--- src/design/rolling_hash_pattern_counter_top_assert.svh ---
// Assertion macros for the rolling hash pattern counter.
`ifndef ROLLING_HASH_PATTERN_COUNTER_TOP_ASSERT_SVH
`define ROLLING_HASH_PATTERN_COUNTER_TOP_ASSERT_SVH
`ifndef SYNTHESIS
// same-cycle implication
`define RHPC_ASSERT_IMP(lbl, ante, cons) \
  lbl: assert property (@(posedge clk) disable iff (!rst_n) (ante) |-> (cons)) \
    else $error("rhpc: same-cycle check failed");
// next-cycle implication
`define RHPC_ASSERT_NXT(lbl, ante, cons) \
  lbl: assert property (@(posedge clk) disable iff (!rst_n) (ante) |=> (cons)) \
    else $error("rhpc: next-cycle check failed");
`else
`define RHPC_ASSERT_IMP(lbl, ante, cons)
`define RHPC_ASSERT_NXT(lbl, ante, cons)
`endif
`endif

--- src/design/rhpc_pkg.sv ---
// Shared types, constants and reduction tables for the rolling hash pattern counter.
package rhpc_pkg;

  localparam int HASH_W = 30;
  localparam logic [HASH_W-1:0] HASH_MOD = 30'd1000000009;
  localparam longint unsigned HASH_MOD_L = 64'd1000000009;
  localparam int MAX_PATTERN_DEF = 64;
  localparam int COUNT_W = 24;
  localparam int BYTE_W = 8;
  localparam int KIND_W = 2;
  localparam int OUT_W = 32;
  localparam int PROD_W = 38;
  localparam logic [BYTE_W-1:0] LETTER_BIAS = 8'd96;

  typedef enum logic [KIND_W-1:0] {
    KIND_CLEAR   = 2'd0,
    KIND_PATTERN = 2'd1,
    KIND_TEXT    = 2'd2
  } kind_t;

  // per-item control carried down the pipeline
  typedef struct packed {
    logic clr;      // clear everything
    logic restart;  // pattern letter: text side restarts
    logic pat_add;  // pattern letter accepted into hash
    logic text;     // text letter
    logic check;    // full window present, compare
    logic first;    // first full window, no ring read
    logic ovf;      // overflow flag after this item
  } ctl_t;

  // quotient tables: floor(hi * 2^k / M) for the top 8 bits of a product
  typedef logic [255:0][8:0] qprod_tab_t;
  typedef logic [255:0][5:0] q31_tab_t;

  function automatic qprod_tab_t build_qprod();
    qprod_tab_t tab;
    tab = '0;
    for (int i = 0; i < 256; i++) begin
      tab[i] = 9'((longint'(i) << 30) / HASH_MOD_L);
    end
    return tab;
  endfunction

  function automatic q31_tab_t build_q31();
    q31_tab_t tab;
    tab = '0;
    for (int i = 0; i < 256; i++) begin
      tab[i] = 6'((longint'(i) << 27) / HASH_MOD_L);
    end
    return tab;
  endfunction

  localparam qprod_tab_t Q_PROD = build_qprod();
  localparam q31_tab_t Q_MUL31 = build_q31();

endpackage

--- src/design/rolling_hash_pattern_counter_top.sv ---
// Top level of the rolling hash pattern counter.
//
// Counts occurrences of one pattern in a letter stream with a polynomial
// rolling hash (base 31, modulus 1e9+9, letter value = byte - 96). Each input
// item carries a kind in in_tuser (clear, pattern letter, text letter) and the
// letter byte in in_tdata; every item yields exactly one result item with the
// match bit, the saturating 24-bit match total and the pattern overflow flag.
// Sustained rate is one item per clock when nothing stalls. The pipeline is:
// accept stage (power sequencing, ring addressing), product, two reduction
// stages, accumulation with the prefix ring access, window compare, output
// register. The recurrences that bound the rate (powers times 31, prefix and
// pattern hash sums, scaled pattern hash, match count) are each a register
// fed back through combinational logic, and the prefix ring takes one read
// and one write per cycle. Ring depth equals MAX_PATTERN; ring contents after
// reset are undefined and need no clearing pass, since an entry is read only
// after this run wrote it. Each stage holds when its successor is full; a
// waiting result lets five more items in before in_tready drops.
// Patterns longer than MAX_PATTERN set the overflow flag and disable matching
// until a clear item. Hash collisions count as matches.
`include "rolling_hash_pattern_counter_top_assert.svh"

module rolling_hash_pattern_counter_top #(
  parameter int MAX_PATTERN = rhpc_pkg::MAX_PATTERN_DEF
) (
  input  logic                          clk,
  input  logic                          rst_n,
  input  logic                          in_tvalid,
  output logic                          in_tready,
  input  logic [rhpc_pkg::BYTE_W-1:0]   in_tdata,   // [7:0] letter_byte
  input  logic [rhpc_pkg::KIND_W-1:0]   in_tuser,   // [1:0] kind
  output logic                          out_tvalid,
  input  logic                          out_tready,
  output logic [rhpc_pkg::OUT_W-1:0]    out_tdata   // [0] match, [24:1] match_total,
                                                    // [25] pattern_overflow, [31:26] zero
);

  localparam int LEN_W  = $clog2(MAX_PATTERN + 1);
  localparam int ADDR_W = (MAX_PATTERN > 1) ? $clog2(MAX_PATTERN) : 1;
  localparam int PAD_W  = rhpc_pkg::OUT_W - rhpc_pkg::COUNT_W - 2;

  // accept stage -> term pipeline
  logic                          f_valid, f_ready;
  rhpc_pkg::ctl_t                f_ctl;
  logic [rhpc_pkg::BYTE_W-1:0]   f_mag;
  logic                          f_neg;
  logic [rhpc_pkg::HASH_W-1:0]   f_power;
  logic [ADDR_W-1:0]             f_wr_addr, f_rd_addr;

  // term pipeline -> accumulate/compare
  logic                          t_valid, t_ready;
  rhpc_pkg::ctl_t                t_ctl;
  logic [rhpc_pkg::HASH_W-1:0]   t_term;
  logic [ADDR_W-1:0]             t_wr_addr, t_rd_addr;

  // result fields
  logic                          res_match, res_ovf;
  logic [rhpc_pkg::COUNT_W-1:0]  res_total;

  rhpc_front #(
    .MAX_PATTERN (MAX_PATTERN),
    .LEN_W       (LEN_W),
    .ADDR_W      (ADDR_W)
  ) u_front (
    .clk       (clk),
    .rst_n     (rst_n),
    .in_valid  (in_tvalid),
    .in_ready  (in_tready),
    .in_kind   (in_tuser),
    .in_byte   (in_tdata),
    .f_valid   (f_valid),
    .f_ready   (f_ready),
    .f_ctl     (f_ctl),
    .f_mag     (f_mag),
    .f_neg     (f_neg),
    .f_power   (f_power),
    .f_wr_addr (f_wr_addr),
    .f_rd_addr (f_rd_addr)
  );

  rhpc_term #(
    .ADDR_W (ADDR_W)
  ) u_term (
    .clk       (clk),
    .rst_n     (rst_n),
    .f_valid   (f_valid),
    .f_ready   (f_ready),
    .f_ctl     (f_ctl),
    .f_mag     (f_mag),
    .f_neg     (f_neg),
    .f_power   (f_power),
    .f_wr_addr (f_wr_addr),
    .f_rd_addr (f_rd_addr),
    .t_valid   (t_valid),
    .t_ready   (t_ready),
    .t_ctl     (t_ctl),
    .t_term    (t_term),
    .t_wr_addr (t_wr_addr),
    .t_rd_addr (t_rd_addr)
  );

  rhpc_match #(
    .MAX_PATTERN (MAX_PATTERN),
    .ADDR_W      (ADDR_W)
  ) u_match (
    .clk       (clk),
    .rst_n     (rst_n),
    .t_valid   (t_valid),
    .t_ready   (t_ready),
    .t_ctl     (t_ctl),
    .t_term    (t_term),
    .t_wr_addr (t_wr_addr),
    .t_rd_addr (t_rd_addr),
    .out_valid (out_tvalid),
    .out_ready (out_tready),
    .out_match (res_match),
    .out_total (res_total),
    .out_ovf   (res_ovf)
  );

  assign out_tdata = {{PAD_W{1'b0}}, res_ovf, res_total, res_match};

  // a compare is only scheduled for a text letter with matching enabled
  `RHPC_ASSERT_IMP(a_check_text, f_valid && f_ctl.check, f_ctl.text && !f_ctl.ovf)
  // the first full window is always a compare
  `RHPC_ASSERT_IMP(a_first_check, f_valid && f_ctl.first, f_ctl.check)
  // a reported match is always counted
  `RHPC_ASSERT_IMP(a_match_counted, out_tvalid && out_tdata[0], out_tdata[24:1] != '0)
  // an accepted clear lands in the accept stage as a clear
  `RHPC_ASSERT_NXT(a_clear_taken,
                   in_tvalid && in_tready && (in_tuser == rhpc_pkg::KIND_CLEAR),
                   f_valid && f_ctl.clr)

endmodule

--- src/design/rhpc_mul31.sv ---
// Multiply by 31 modulo the hash modulus, table-assisted combinational reduction.
module rhpc_mul31 (
  input  logic [rhpc_pkg::HASH_W-1:0] a,
  output logic [rhpc_pkg::HASH_W-1:0] y
);

  logic [34:0] x;
  logic [5:0]  q;
  logic [34:0] qm;
  logic [34:0] r;

  always_comb begin
    x  = {a, 5'b0} - {5'b0, a};
    q  = rhpc_pkg::Q_MUL31[x[34:27]];
    qm = 35'(q) * 35'(rhpc_pkg::HASH_MOD);
    r  = x - qm;  // below 2M
    if (r >= 35'(rhpc_pkg::HASH_MOD)) begin
      y = rhpc_pkg::HASH_W'(r - 35'(rhpc_pkg::HASH_MOD));
    end else begin
      y = rhpc_pkg::HASH_W'(r);
    end
  end

endmodule

--- src/design/rhpc_ring.sv ---
// Prefix hash ring: one write port, one registered read port.
module rhpc_ring #(
  parameter int DEPTH  = rhpc_pkg::MAX_PATTERN_DEF,
  parameter int ADDR_W = 6
) (
  input  logic                        clk,
  input  logic                        wr_en,
  input  logic [ADDR_W-1:0]           wr_addr,
  input  logic [rhpc_pkg::HASH_W-1:0] wr_data,
  input  logic                        rd_en,
  input  logic [ADDR_W-1:0]           rd_addr,
  output logic [rhpc_pkg::HASH_W-1:0] rd_data
);

  logic [rhpc_pkg::HASH_W-1:0] mem [DEPTH];
  logic [rhpc_pkg::HASH_W-1:0] rd_data_r;

  // read-before-write on a shared address
  always_ff @(posedge clk) begin
    if (wr_en) begin
      mem[wr_addr] <= wr_data;
    end
    if (rd_en) begin
      rd_data_r <= mem[rd_addr];
    end
  end

  assign rd_data = rd_data_r;

endmodule

--- src/design/rhpc_front.sv ---
// Input stage: letter decode, power sequencing, window and ring address control.
module rhpc_front #(
  parameter int MAX_PATTERN = rhpc_pkg::MAX_PATTERN_DEF,
  parameter int LEN_W       = 7,
  parameter int ADDR_W      = 6
) (
  input  logic                          clk,
  input  logic                          rst_n,
  input  logic                          in_valid,
  output logic                          in_ready,
  input  logic [rhpc_pkg::KIND_W-1:0]   in_kind,
  input  logic [rhpc_pkg::BYTE_W-1:0]   in_byte,
  output logic                          f_valid,
  input  logic                          f_ready,
  output rhpc_pkg::ctl_t                f_ctl,
  output logic [rhpc_pkg::BYTE_W-1:0]   f_mag,
  output logic                          f_neg,
  output logic [rhpc_pkg::HASH_W-1:0]   f_power,
  output logic [ADDR_W-1:0]             f_wr_addr,
  output logic [ADDR_W-1:0]             f_rd_addr
);

  localparam logic [LEN_W-1:0] MAX_L = LEN_W'(MAX_PATTERN);
  localparam logic [LEN_W:0]   MAX_X = (LEN_W+1)'(MAX_PATTERN);
  localparam logic [ADDR_W-1:0] POS_LAST = ADDR_W'(MAX_PATTERN - 1);
  localparam logic [rhpc_pkg::HASH_W-1:0] ONE = rhpc_pkg::HASH_W'(1);

  logic [LEN_W-1:0]            plen_r, plen_nxt;
  logic [LEN_W-1:0]            seen_r, seen_nxt;
  logic [ADDR_W-1:0]           pos_r, pos_nxt;
  logic                        ovf_r, ovf_nxt;
  logic [rhpc_pkg::HASH_W-1:0] tp_r, tp_nxt;
  logic [rhpc_pkg::HASH_W-1:0] pp_r, pp_nxt;
  logic [rhpc_pkg::HASH_W-1:0] tp31, pp31;

  logic                        f_valid_r;
  rhpc_pkg::ctl_t              f_ctl_r, ctl;
  logic [rhpc_pkg::BYTE_W-1:0] f_mag_r, mag;
  logic                        f_neg_r, neg;
  logic [rhpc_pkg::HASH_W-1:0] f_power_r, power;
  logic [ADDR_W-1:0]           f_wr_addr_r, f_rd_addr_r, rd_addr;

  logic                        acc;
  logic                        active;
  logic [LEN_W:0]              seen_p1, m_ext, rd_sum, rd_wrap;
  rhpc_pkg::kind_t             kind;

  rhpc_mul31 u_tp31 (.a(tp_r), .y(tp31));
  rhpc_mul31 u_pp31 (.a(pp_r), .y(pp31));

  assign in_ready = !f_valid_r || f_ready;
  assign acc      = in_valid && in_ready;

  // letter value as sign and magnitude: byte - 96
  always_comb begin
    neg = in_byte < rhpc_pkg::LETTER_BIAS;
    mag = neg ? (rhpc_pkg::LETTER_BIAS - in_byte) : (in_byte - rhpc_pkg::LETTER_BIAS);
  end

  always_comb begin
    kind     = rhpc_pkg::kind_t'(in_kind);
    plen_nxt = plen_r;
    seen_nxt = seen_r;
    pos_nxt  = pos_r;
    ovf_nxt  = ovf_r;
    tp_nxt   = tp_r;
    pp_nxt   = pp_r;
    ctl      = '0;
    power    = tp_r;
    active   = (plen_r != '0) && !ovf_r;
    seen_p1  = (LEN_W+1)'(seen_r) + 1'b1;
    m_ext    = (LEN_W+1)'(plen_r);
    // window start slot: pos - m modulo ring depth
    rd_sum   = (LEN_W+1)'(pos_r) + MAX_X - m_ext;
    rd_wrap  = (rd_sum >= MAX_X) ? (rd_sum - MAX_X) : rd_sum;
    rd_addr  = rd_wrap[ADDR_W-1:0];
    unique case (kind)
      rhpc_pkg::KIND_CLEAR: begin
        plen_nxt = '0;
        seen_nxt = '0;
        pos_nxt  = '0;
        ovf_nxt  = 1'b0;
        tp_nxt   = ONE;
        pp_nxt   = ONE;
        ctl.clr  = 1'b1;
      end
      rhpc_pkg::KIND_PATTERN: begin
        ctl.restart = 1'b1;
        power       = pp_r;
        if (plen_r >= MAX_L) begin
          ovf_nxt = 1'b1;
        end else begin
          ctl.pat_add = 1'b1;
          plen_nxt    = plen_r + 1'b1;
          pp_nxt      = pp31;
        end
        tp_nxt   = ONE;
        seen_nxt = '0;
        pos_nxt  = '0;
      end
      rhpc_pkg::KIND_TEXT: begin
        ctl.text  = 1'b1;
        ctl.check = active && (seen_p1 >= m_ext);
        ctl.first = active && (seen_p1 == m_ext);
        tp_nxt    = tp31;
        if (seen_r < MAX_L) begin
          seen_nxt = seen_r + 1'b1;
        end
        pos_nxt = (pos_r == POS_LAST) ? '0 : pos_r + 1'b1;
      end
      default: begin
      end
    endcase
    ctl.ovf = ovf_nxt;
  end

  always_ff @(posedge clk) begin
    if (!rst_n) begin
      plen_r <= '0;
      seen_r <= '0;
      pos_r  <= '0;
      ovf_r  <= 1'b0;
      tp_r   <= ONE;
      pp_r   <= ONE;
    end else if (acc) begin
      plen_r <= plen_nxt;
      seen_r <= seen_nxt;
      pos_r  <= pos_nxt;
      ovf_r  <= ovf_nxt;
      tp_r   <= tp_nxt;
      pp_r   <= pp_nxt;
    end
  end

  always_ff @(posedge clk) begin
    if (!rst_n) begin
      f_valid_r <= 1'b0;
    end else if (in_ready) begin
      f_valid_r <= in_valid;
    end
  end

  always_ff @(posedge clk) begin
    if (in_ready) begin
      f_ctl_r     <= ctl;
      f_mag_r     <= mag;
      f_neg_r     <= neg;
      f_power_r   <= power;
      f_wr_addr_r <= pos_r;
      f_rd_addr_r <= rd_addr;
    end
  end

  assign f_valid   = f_valid_r;
  assign f_ctl     = f_ctl_r;
  assign f_mag     = f_mag_r;
  assign f_neg     = f_neg_r;
  assign f_power   = f_power_r;
  assign f_wr_addr = f_wr_addr_r;
  assign f_rd_addr = f_rd_addr_r;

endmodule

--- src/design/rhpc_term.sv ---
// Weighted letter term: multiply, two-step modular reduction, sign fix.
module rhpc_term #(
  parameter int ADDR_W = 6
) (
  input  logic                          clk,
  input  logic                          rst_n,
  input  logic                          f_valid,
  output logic                          f_ready,
  input  rhpc_pkg::ctl_t                f_ctl,
  input  logic [rhpc_pkg::BYTE_W-1:0]   f_mag,
  input  logic                          f_neg,
  input  logic [rhpc_pkg::HASH_W-1:0]   f_power,
  input  logic [ADDR_W-1:0]             f_wr_addr,
  input  logic [ADDR_W-1:0]             f_rd_addr,
  output logic                          t_valid,
  input  logic                          t_ready,
  output rhpc_pkg::ctl_t                t_ctl,
  output logic [rhpc_pkg::HASH_W-1:0]   t_term,
  output logic [ADDR_W-1:0]             t_wr_addr,
  output logic [ADDR_W-1:0]             t_rd_addr
);

  localparam int W = rhpc_pkg::HASH_W;
  localparam int PW = rhpc_pkg::PROD_W;
  localparam logic [W:0] MOD1 = {1'b0, rhpc_pkg::HASH_MOD};
  localparam logic [W:0] MOD2 = {rhpc_pkg::HASH_MOD, 1'b0};

  // stage 2: raw product
  logic                 v2_r;
  rhpc_pkg::ctl_t       c2_r;
  logic                 n2_r;
  logic [PW-1:0]        prod_r;
  logic [ADDR_W-1:0]    wa2_r, ra2_r;
  // stage 3: partly reduced, below about 2.07 M
  logic                 v3_r;
  rhpc_pkg::ctl_t       c3_r;
  logic                 n3_r;
  logic [W:0]           r1_r;
  logic [ADDR_W-1:0]    wa3_r, ra3_r;
  // stage 4: final term
  logic                 v4_r;
  rhpc_pkg::ctl_t       c4_r;
  logic [W-1:0]         term_r;
  logic [ADDR_W-1:0]    wa4_r, ra4_r;

  logic                 rdy2, rdy3, rdy4;
  logic [PW-1:0]        prod;
  logic [8:0]           q;
  logic [PW-1:0]        qm;
  logic [W:0]           r1;
  logic [W-1:0]         r2, term;

  assign rdy4    = !v4_r || t_ready;
  assign rdy3    = !v3_r || rdy4;
  assign rdy2    = !v2_r || rdy3;
  assign f_ready = rdy2;

  always_comb begin
    prod = PW'(f_mag) * PW'(f_power);
    q    = rhpc_pkg::Q_PROD[prod_r[PW-1:W]];
    qm   = PW'(q) * PW'(rhpc_pkg::HASH_MOD);
    r1   = (W+1)'(prod_r - qm);
    if (r1_r >= MOD2) begin
      r2 = W'(r1_r - MOD2);
    end else if (r1_r >= MOD1) begin
      r2 = W'(r1_r - MOD1);
    end else begin
      r2 = W'(r1_r);
    end
    // negative letters: M - r unless zero
    term = (n3_r && (r2 != '0)) ? (rhpc_pkg::HASH_MOD - r2) : r2;
  end

  always_ff @(posedge clk) begin
    if (!rst_n) begin
      v2_r <= 1'b0;
      v3_r <= 1'b0;
      v4_r <= 1'b0;
    end else begin
      if (rdy2) begin
        v2_r <= f_valid;
      end
      if (rdy3) begin
        v3_r <= v2_r;
      end
      if (rdy4) begin
        v4_r <= v3_r;
      end
    end
  end

  always_ff @(posedge clk) begin
    if (rdy2) begin
      c2_r   <= f_ctl;
      n2_r   <= f_neg;
      prod_r <= prod;
      wa2_r  <= f_wr_addr;
      ra2_r  <= f_rd_addr;
    end
    if (rdy3) begin
      c3_r  <= c2_r;
      n3_r  <= n2_r;
      r1_r  <= r1;
      wa3_r <= wa2_r;
      ra3_r <= ra2_r;
    end
    if (rdy4) begin
      c4_r   <= c3_r;
      term_r <= term;
      wa4_r  <= wa3_r;
      ra4_r  <= ra3_r;
    end
  end

  assign t_valid   = v4_r;
  assign t_ctl     = c4_r;
  assign t_term    = term_r;
  assign t_wr_addr = wa4_r;
  assign t_rd_addr = ra4_r;

endmodule

--- src/design/rhpc_match.sv ---
// Hash accumulation, prefix ring access, window compare and match count.
module rhpc_match #(
  parameter int MAX_PATTERN = rhpc_pkg::MAX_PATTERN_DEF,
  parameter int ADDR_W      = 6
) (
  input  logic                           clk,
  input  logic                           rst_n,
  input  logic                           t_valid,
  output logic                           t_ready,
  input  rhpc_pkg::ctl_t                 t_ctl,
  input  logic [rhpc_pkg::HASH_W-1:0]    t_term,
  input  logic [ADDR_W-1:0]              t_wr_addr,
  input  logic [ADDR_W-1:0]              t_rd_addr,
  output logic                           out_valid,
  input  logic                           out_ready,
  output logic                           out_match,
  output logic [rhpc_pkg::COUNT_W-1:0]   out_total,
  output logic                           out_ovf
);

  localparam int W = rhpc_pkg::HASH_W;

  function automatic logic [W-1:0] addmod(input logic [W-1:0] a, input logic [W-1:0] b);
    logic [W:0] s;
    s = {1'b0, a} + {1'b0, b};
    addmod = (s >= {1'b0, rhpc_pkg::HASH_MOD}) ? W'(s - {1'b0, rhpc_pkg::HASH_MOD}) : W'(s);
  endfunction

  // running state, updated in item order at stage 4
  logic [W-1:0] ph_r, ph_nxt;
  logic [W-1:0] prefix_r, prefix_nxt;
  logic [W-1:0] scaled_r, scaled_nxt;
  logic [W-1:0] prefix_new, ph_add, scl31;

  // stage 5
  logic           v5_r;
  rhpc_pkg::ctl_t c5_r;
  logic [W-1:0]   pre5_r, scl5_r;
  logic [W-1:0]   old;

  // output register
  logic                         ov_r, om_r, oo_r;
  logic [rhpc_pkg::COUNT_W-1:0] ot_r;
  logic [rhpc_pkg::COUNT_W-1:0] count_r, count_nxt;

  logic         rdy_o, adv4, adv5;
  logic         wr_en, rd_en;
  logic [W:0]   d;
  logic [W-1:0] diff, cmp;
  logic         hit;

  assign rdy_o   = !ov_r || out_ready;
  assign t_ready = !v5_r || rdy_o;
  assign adv4    = t_valid && t_ready;
  assign adv5    = v5_r && rdy_o;

  rhpc_mul31 u_scl31 (.a(scaled_r), .y(scl31));

  always_comb begin
    prefix_new = addmod(prefix_r, t_term);
    ph_add     = addmod(ph_r, t_term);
    ph_nxt     = ph_r;
    prefix_nxt = prefix_r;
    scaled_nxt = scaled_r;
    if (t_ctl.clr) begin
      ph_nxt     = '0;
      prefix_nxt = '0;
      scaled_nxt = '0;
    end else if (t_ctl.restart) begin
      if (t_ctl.pat_add) begin
        ph_nxt = ph_add;
      end
      prefix_nxt = '0;
      scaled_nxt = '0;
    end else if (t_ctl.text) begin
      prefix_nxt = prefix_new;
      if (t_ctl.check) begin
        scaled_nxt = t_ctl.first ? ph_r : scl31;
      end
    end
  end

  // The item at stage 4 reads its window start and writes its own prefix in the
  // same cycle; for a full-depth window both hit one slot and the old value is read.
  assign wr_en = adv4 && t_ctl.text;
  assign rd_en = adv4 && t_ctl.check && !t_ctl.first;

  rhpc_ring #(
    .DEPTH  (MAX_PATTERN),
    .ADDR_W (ADDR_W)
  ) u_ring (
    .clk     (clk),
    .wr_en   (wr_en),
    .wr_addr (t_wr_addr),
    .wr_data (prefix_new),
    .rd_en   (rd_en),
    .rd_addr (t_rd_addr),
    .rd_data (old)
  );

  always_comb begin
    d    = {1'b0, pre5_r} - {1'b0, old};
    diff = d[W] ? W'(d + {1'b0, rhpc_pkg::HASH_MOD}) : W'(d);
    cmp  = c5_r.first ? pre5_r : diff;
    hit  = c5_r.check && (cmp == scl5_r);
    if (c5_r.clr) begin
      count_nxt = '0;
    end else if (hit && (count_r != '1)) begin
      count_nxt = count_r + 1'b1;
    end else begin
      count_nxt = count_r;
    end
  end

  always_ff @(posedge clk) begin
    if (!rst_n) begin
      ph_r     <= '0;
      prefix_r <= '0;
      scaled_r <= '0;
    end else if (adv4) begin
      ph_r     <= ph_nxt;
      prefix_r <= prefix_nxt;
      scaled_r <= scaled_nxt;
    end
  end

  always_ff @(posedge clk) begin
    if (!rst_n) begin
      v5_r    <= 1'b0;
      ov_r    <= 1'b0;
      count_r <= '0;
    end else begin
      if (t_ready) begin
        v5_r <= t_valid;
      end
      if (rdy_o) begin
        ov_r <= v5_r;
      end
      if (adv5) begin
        count_r <= count_nxt;
      end
    end
  end

  always_ff @(posedge clk) begin
    if (t_ready) begin
      c5_r   <= t_ctl;
      pre5_r <= prefix_new;
      scl5_r <= scaled_nxt;
    end
    if (rdy_o) begin
      om_r <= hit;
      ot_r <= count_nxt;
      oo_r <= c5_r.ovf;
    end
  end

  assign out_valid = ov_r;
  assign out_match = om_r;
  assign out_total = ot_r;
  assign out_ovf   = oo_r;

endmodule

--- config.mk ---
export PLATFORM = sky130hd
export DESIGN_NAME = rolling_hash_pattern_counter_top
export DESIGN_NICKNAME = d
export VERILOG_FILES = /design/src/design/rhpc_pkg.sv /design/src/design/rolling_hash_pattern_counter_top.sv /design/src/design/rhpc_mul31.sv /design/src/design/rhpc_ring.sv /design/src/design/rhpc_front.sv /design/src/design/rhpc_term.sv /design/src/design/rhpc_match.sv
export VERILOG_INCLUDE_DIRS = /design/src /design/src/design
export SDC_FILE = /design/constraint.sdc
export NUM_CORES = 2
export LEC_CHECK = 0
export ABC_CLOCK_PERIOD_IN_PS = 14000
export BUFFER_PORTS_ARGS = -buffer_cell sky130_fd_sc_hd__buf_2
export CORE_MARGIN = 1
export CORE_UTILIZATION = 40
export CTS_CLUSTER_SIZE = 14
export DETAILED_ROUTE_END_ITERATION = 7
export PLACE_DENSITY_LB_ADDON = 0.25
export SLEW_MARGIN = 30
export SYNTH_ARGS = -nofsm -noshare
export SYNTH_HDL_FRONTEND = slang
export SYNTH_SLANG_ARGS = --single-unit
--- constraint.sdc ---
create_clock -name clk -period 14 [get_ports clk]
set_input_delay 1.4 -clock clk [delete_from_list [all_inputs] [get_ports clk]]
set_output_delay 1.4 -clock clk [all_outputs]
set_load 0.05 [all_outputs]
**Word level (Yosys, flattened, before mapping)**

Memory sizes are Yosys's and may differ from the RTL's. A register that Yosys moved wholly into a read port is not among the register bits.
Cells that the tools add are included.
Widths: inputs -> output; s select.

- Add/subtract/negate cells: 29
- Multipliers: 5
- Magnitude comparators: 16
- Equality and inequality tests: 8
- Multiplexer cells: 48
- Reductions and logical operators: 40

Operators by type and width:

| operator | count |
|---|---|
| $mux 30 | 23 |
| $sub 30x30->30 const B | 7 |
| $pmux 30 s2 | 2 |
| $ge 35x30->1 const B | 3 |
| $mul 6x30->35 const B | 3 |
| $sub 35x30->35 | 3 |
| $sub 35x35->35 | 3 |
| $ge 31x30->1 const B | 3 |
| $add 30x30->31 | 2 |
| $mux 24 | 2 |
| $mul 8x30->38 | 1 |
| $lt 8x9->1 const B | 4 |
| $ge 31x31->1 const B | 1 |
| $mul 9x30->31 const B | 1 |
| $sub 30x30->31 | 1 |
| $sub 31x31->31 | 1 |
| $add 30x30->30 const B | 1 |
| $eq 30x30->1 | 1 |
| $mux 6 | 5 |
| $reduce_bool 30->1 | 1 |
| $sub 30x30->30 const A | 1 |
| $pmux 7 s2 | 2 |
| $add 24x1->24 const B | 1 |
| $ne 24x24->1 const B | 1 |
| other kinds (37) | 73 |

- Register bits after elaboration: 507
- Bits in writable memories: 1920
- Bits in read-only memories: 6912
- Input port bits: 14
- Logic and storage cells: 220
- Memories kept: 5

Memory list:

| memory | depth | width | rd ports | clocked after memory_dff | wr ports | RTL line | RTL |
|---|---|---|---|---|---|---|---|
| (name not given) | 256 | 9 | 1 | 1 | 0 | rhpc_term.sv:60 | `q = rhpc_pkg::Q_PROD[prod_r[PW-1:W]];` |
| u_match.u_ring.mem | 64 | 30 | 1 | 1 | 1 | rhpc_ring.sv:15 | `logic [rhpc_pkg::HASH_W-1:0] mem [DEPTH];` |
| (name not given) | 256 | 6 | 1 | 0 | 0 | rhpc_mul31.sv:14 | `q = rhpc_pkg::Q_MUL31[x[34:27]];` |
| (name not given) | 256 | 6 | 1 | 0 | 0 | rhpc_mul31.sv:14 |  |
| (name not given) | 256 | 6 | 1 | 0 | 0 | rhpc_mul31.sv:14 |  |

**Logic depth before layout (Yosys ltp)**

- Depth after elaboration: 12
- Gate-level depth with buffers: 47
- Gate-level depth less buffers: 45

**By module**

A second synthesis with hierarchy kept.

- Cell total of the unflattened synthesis: 11222
- Area total of the unflattened synthesis: 140740.0 µm²

By module, submodules not included:

| module | times used | cells an instance | area each (µm²) | seq. area each (µm²) |
|---|---|---|---|---|
| rhpc_ring | 1 | 3309 | 74268.7 | 58556.2 |
| rhpc_term | 1 | 2202 | 21174.1 | 4984.8 |
| rhpc_match | 1 | 2217 | 18013.5 | 5024.8 |
| rhpc_mul31 (u_front.u_tp31 ...) | 2 | 998 | 7166.9 | 0.0 |
| rhpc_mul31 (u_front.u_pp31) | 1 | 972 | 7051.8 | 0.0 |
| rhpc_front | 1 | 517 | 5834.3 | 3383.2 |
| rolling_hash_pattern_counter_top | 1 | 9 | 63.8 | 0.0 |

**Least setup slack after synthesis**

Ideal clock, no wire load.

- Path type: register to register
- Start point: reg u_match.scaled_r[5]
- End point: reg u_match.scl5_r[5] (data pin)
- Arrival: 9.502 ns
- Data required time: 13.743 ns
- Slack: 4.241 ns
- Stages on the path, launching flop included: 43
- Period minus slack after synthesis: 9.759 ns
- Cell sequence: dfxtp_1 > inv_1 > ha_1 > nor4b_1 > a22oi_1 > a211oi_1 > a211oi_1 > or4_1 > nand3_1 > buf_2 > nand2_1 > nor2_1 > ha_1 > inv_1 > o211ai_1 > o311ai_0 > o21ai_0 > o21ai_1 > (+7 left out) > ha_1 > a21oi_1 > o21bai_1 > a21oi_1 > and4_1 > nor2_1 > a2111oi_0 > o21a_1 > a311oi_1 > a211oi_1 > nor3b_1 > a21oi_1 > buf_2 > o21a_1 > nand2_1 > xnor2_1 > nand2_1 > a32o_1

- Cells in the longest elaborated chain, start to end: 12

Ends and longest elaborated chain:

| item | RTL line | RTL |
|---|---|---|
| start, declared | rhpc_match.sv:32 | `logic [W-1:0] scaled_r, scaled_nxt;` |
| start signal, assigned | rhpc_match.sv:123 | `scaled_r <= scaled_nxt;` |
| $sub 35x30->35 | rhpc_mul31.sv:13 | `x = {a, 5'b0} - {5'b0, a};` |
| $mem_v2 256x6 | n/a |  |
| $mux 6 (implied by the code) | rhpc_mul31.sv:14 |  |
| $mul 6x30->35 | rhpc_mul31.sv:15 | `qm = 35'(q) * 35'(rhpc_pkg::HASH_MOD);` |
| $sub 35x35->35 | rhpc_mul31.sv:16 | `r = x - qm;` |
| $sub 30x30->30 / $ge 35x30->1 (equally long branches) | rhpc_mul31.sv:18, rhpc_mul31.sv:17 |  |
| $mux 30 | rhpc_mul31.sv:17 | `if (r >= 35'(rhpc_pkg::HASH_MOD)) begin` |
| $mux 30 | rhpc_match.sv:78 | `scaled_nxt = t_ctl.first ? ph_r : scl31;` |
| $mux 30 | rhpc_match.sv:77 | `if (t_ctl.check) begin` |
| $mux 30 * | rhpc_match.sv:75 | `end else if (t_ctl.text) begin` |
| $mux 30 * | rhpc_match.sv:69 | `end else if (t_ctl.restart) begin` |
| $mux 30 * | rhpc_match.sv:65 | `if (t_ctl.clr) begin` |
| net u_match.scaled_nxt[5] | rhpc_match.sv:32 |  |
| end signal, assigned | rhpc_match.sv:149 | `scl5_r <= scaled_nxt;` |
| end, declared | rhpc_match.sv:38 | `logic [W-1:0] pre5_r, scl5_r;` |

The timed path passes the listed nets; every way through them passes the cells marked *. The select of a mux whose other input is x is not followed.
A chain may end at the register's enable or synchronous reset.

**Worst setup path in the final report**

- Start point: reg u_match.scaled_r[5]
- End point: reg u_match.scl5_r[19] (data pin)

- Cells in the longest elaborated chain, start to end: 12

Ends and longest elaborated chain:

| item | RTL line |
|---|---|
| $sub 35x30->35 * | rhpc_mul31.sv:13 |
| $mem_v2 256x6 | n/a |
| $mux 6 (implied by the code) | rhpc_mul31.sv:14 |
| $mul 6x30->35 | rhpc_mul31.sv:15 |
| $sub 35x35->35 * | rhpc_mul31.sv:16 |
| $sub 30x30->30 / $ge 35x30->1 (equally long branches) | rhpc_mul31.sv:18, rhpc_mul31.sv:17 |
| $mux 30 * | rhpc_mul31.sv:17 |
| $mux 30 * | rhpc_match.sv:78 |
| $mux 30 * | rhpc_match.sv:77 |
| $mux 30 * | rhpc_match.sv:75 |
| $mux 30 * | rhpc_match.sv:69 |
| $mux 30 * | rhpc_match.sv:65 |
| net u_match.scaled_nxt[19] | rhpc_match.sv:32 |

Marks and branches as above.

==> results.py <==
metrics = {
    "outcome": {
        "outcome": "complete, no violations",
    },
    "routing": {
        "drtIter0Drc": 7892,
        "final_antenna_net_count": 0,
        "routed_wl_um": 366000,
        "wl_per_cell_um": 24.4,
        "dr.pass1.iters": 6,
        "dr_total_vias": 85800,
        "drc_errors": 0,
        "drt-vias-per-instance": 5.71,
    },
    "worst_setup_path": {
        "path_max_fanout": 16,
        "critPathLaunchType": "register",
        "required_ns": 14.64,
        "slowest_delay_ns": 0.79,
        "cp_slowest_cell": "a211oi_1",
        "crit_type": "register to register",
        "cp-end-kind": "register",
        "critPathArrivalTime_ns": 12.91,
    },
    "layout": {
        "final_nets": 11300,
        "largest_register": "u_match.u_ring.mem",
        "top_regs": "u_match.u_ring.mem x1920, u_term.prod_r x38, u_term.r1_r x31",
        "fin_cells": 15000,
        "drive_above_1_share_pct": 14.1,
        "syn2layout_area_growth_pct": 11.6,
        "fillers": 29800,
        "largest_register_ffs": 1920,
        "utilization_pct": 44.9,
    },
    "clock_network": {
        "clkLatencyLatePin_ns": 0.89,
        "htreeDepth": 5,
        "postCtsSetupBuffers": 0,
        "clockRootBuffer": "clkbuf_16",
        "clockBufferDepth": 4,
        "path_clk_slew_ns": 0.06,
        "cts_tree": "built",
        "cts_hold_buf": 0,
        "cts-buffers-inserted": 277,
        "clock-sinks": 2466,
        "ctsResizeCount": 0,
    },
    "synthesis": {
        "synthTopCellsByCount": "edfxtp_1 (2256), inv_1 (821), nand2_1 (752)",
        "synth_seq_cells": 2466,
        "yosysMostFrequentCell": "edfxtp_1",
        "netlist.top_cell.by_area": "edfxtp_1",
        "async_reset_ff_share_pct": 0,
        "synthCells": 10200,
        "yosysWarnings": 0,
        "yosysTopAreaCellShare_pct": 49.9,
        "netlist_area_um2": 136000,
        "synth_cell_types": 107,
        "yosys-top-cells-area": "edfxtp_1 (50%), mux4_2 (10%), fa_1 (5.7%), ha_1 (5.7%), dfxtp_1 (3.1%)",
        "synth_edf_count": 2256,
        "synth_area_per_cell_um2": 13.3,
        "ys_seq_area_share_pct": 53.0,
        "synth_top_flop_cell": "edfxtp_1",
    },
    "sta": {
        "fmax_mhz": 81.5,
        "setup_viol": 0,
        "hold_violations": 0,
        "slew_violations": 0,
        "period_share_pct": 87.6,
        "rsz0062_at_grt": "no",
        "setup_tns_ns": 0,
        "max-slew-margin-rel_pct": 28.5,
        "fin_skew_ns": 0.0917,
        "tightest_slew_ns": 1.07,
        "final.min_clock_period_ns": 12.27,
    },
    "grt": {
        "antenna_found_initial": 23,
        "grt_overflow": 0,
        "grt_pass1_vias": 86400,
        "grt_max_degree": 142,
        "grt_first_pass_wirelength_um": 546000,
        "grt_usage_pct": 21.2,
    },
    "placement": {
        "portBuffers": 41,
        "dp_hpwl_um": 240000,
        "gp_congestion": 0.926,
        "placedCellCount": 14500,
    },
    "hold_path": {
        "hold_path_class": "register to register",
    },
    "die": {
        "fp.coreArea_um2": 337000,
        "die_y_um": 584,
        "initial_core_util_pct": 40.2,
        "row_count": 213,
        "boundaryPins": 48,
        "die_w_um": 584,
        "die_area_um2": 342000,
    },
    "job": {
        "max-cap-violations": 0,
    },
}
-- through the flow --
step | worst slack (ns) | cell area [um2] | hold slack, ns
finish | 1.73 | 151000 | 0.357
global route | 0.781 | 151000 | 0.383
CTS | 1.74 | 151000 | 0.368
detailed placement | 1.82 | 142000 | 0.405
global placement | 2.07 | 142000 | 0.402
floorplan | 4.24 | 136000 | 0.400
-- cells in the final DEF, fill, tap and decap left out, drive strengths merged, types with 22 or more instances in the layout --
master / instances
nor2: 563
a21oi: 455
xor2: 218
buf: 221
mux4: 632
o21ai: 411
nor4: 51
ha: 618
nor2b: 74
a31o: 23
clkbuf: 342
a311oi: 25
o311ai: 22
o21a: 83
xnor2: 393
a22o: 55
o211ai: 69
fa: 388
clkinv: 109
nand3b: 26
and3: 62
a21o: 145
edfxtp: 2256
nand4: 60
o31ai: 56
a2111oi: 23
or3: 47
nor3: 138
or2: 40
o21bai: 56
mux2i: 42
a211oi: 64
dfxtp: 210
a21boi: 34
inv: 843
nand3: 183
a31oi: 89
and2: 163
nand2: 752
nand2b: 80
-- final timing paths --
| path | startpoint | to | slack, ns | depth (start not counted) |
|---|---|---|---|---|
| setup / recovery | u_match.scaled_r[5] | u_match.scl5_r[19] | 1.73 | 40 |
| setup reg to reg | u_match.scaled_r[5] | u_match.scl5_r[19] | 1.73 | 40 |
| hold reg to reg | u_term.c2_r[0] | u_term.c3_r[0] | 0.36 | 0 |
| hold / removal | u_term.c2_r[0] | u_term.c3_r[0] | 0.36 | 0 |
-- area by class of cell --
cell class	count	area (um2)	area share [%]
sequential	2466	71900	47.5
multi-input combinational	6481	60100	39.7
clock buffer	342	7400	4.88
tap	4515	5650	3.73
inverter	833	3130	2.06
timing repair buffer	221	1680	1.11
clock inverter	154	1540	1.02
antenna	10	25.0	0.0165
-- logic make-up (layout without fill, tap and decap cells) --
kind of cell | Yosys count | in the layout | share of synthesized area (%)
buf+inv | 1230 | 1550 | 3.43
mux | 691 | 691 | 10.9
simple gates | 2324 | 2324 | 8.21
other cells | 1 | 16 | 0.00276
flops | 2466 | 2466 | 53.0
fa+ha+maj | 1009 | 1009 | 11.4
compound gates | 1838 | 1838 | 8.95
xor+xnor | 613 | 613 | 3.98
-- routing by layer --
metal,vias up,track usage (%),part of all wire (%)
li1,38400,-,-
met1,44000,28.0,42
met2,2835,36.6,50
met3,546,2.41,5.7
met4,0,5.99,2.8
met5,-,0,0
-- critical path: cells and delay by family (launching register included) --
family	cells	cell delay [ns]
compound gates	15	4.68
xor+xnor	1	0.16
fa+ha+maj	7	2.71
buf+inv	6	0.86
flops	1	0.39
mux	1	0.30
simple gates	10	2.89
Power is left out: the tool's default activity adds up to more than one toggle a clock period on the data nets, which glitch-free logic cannot reach.
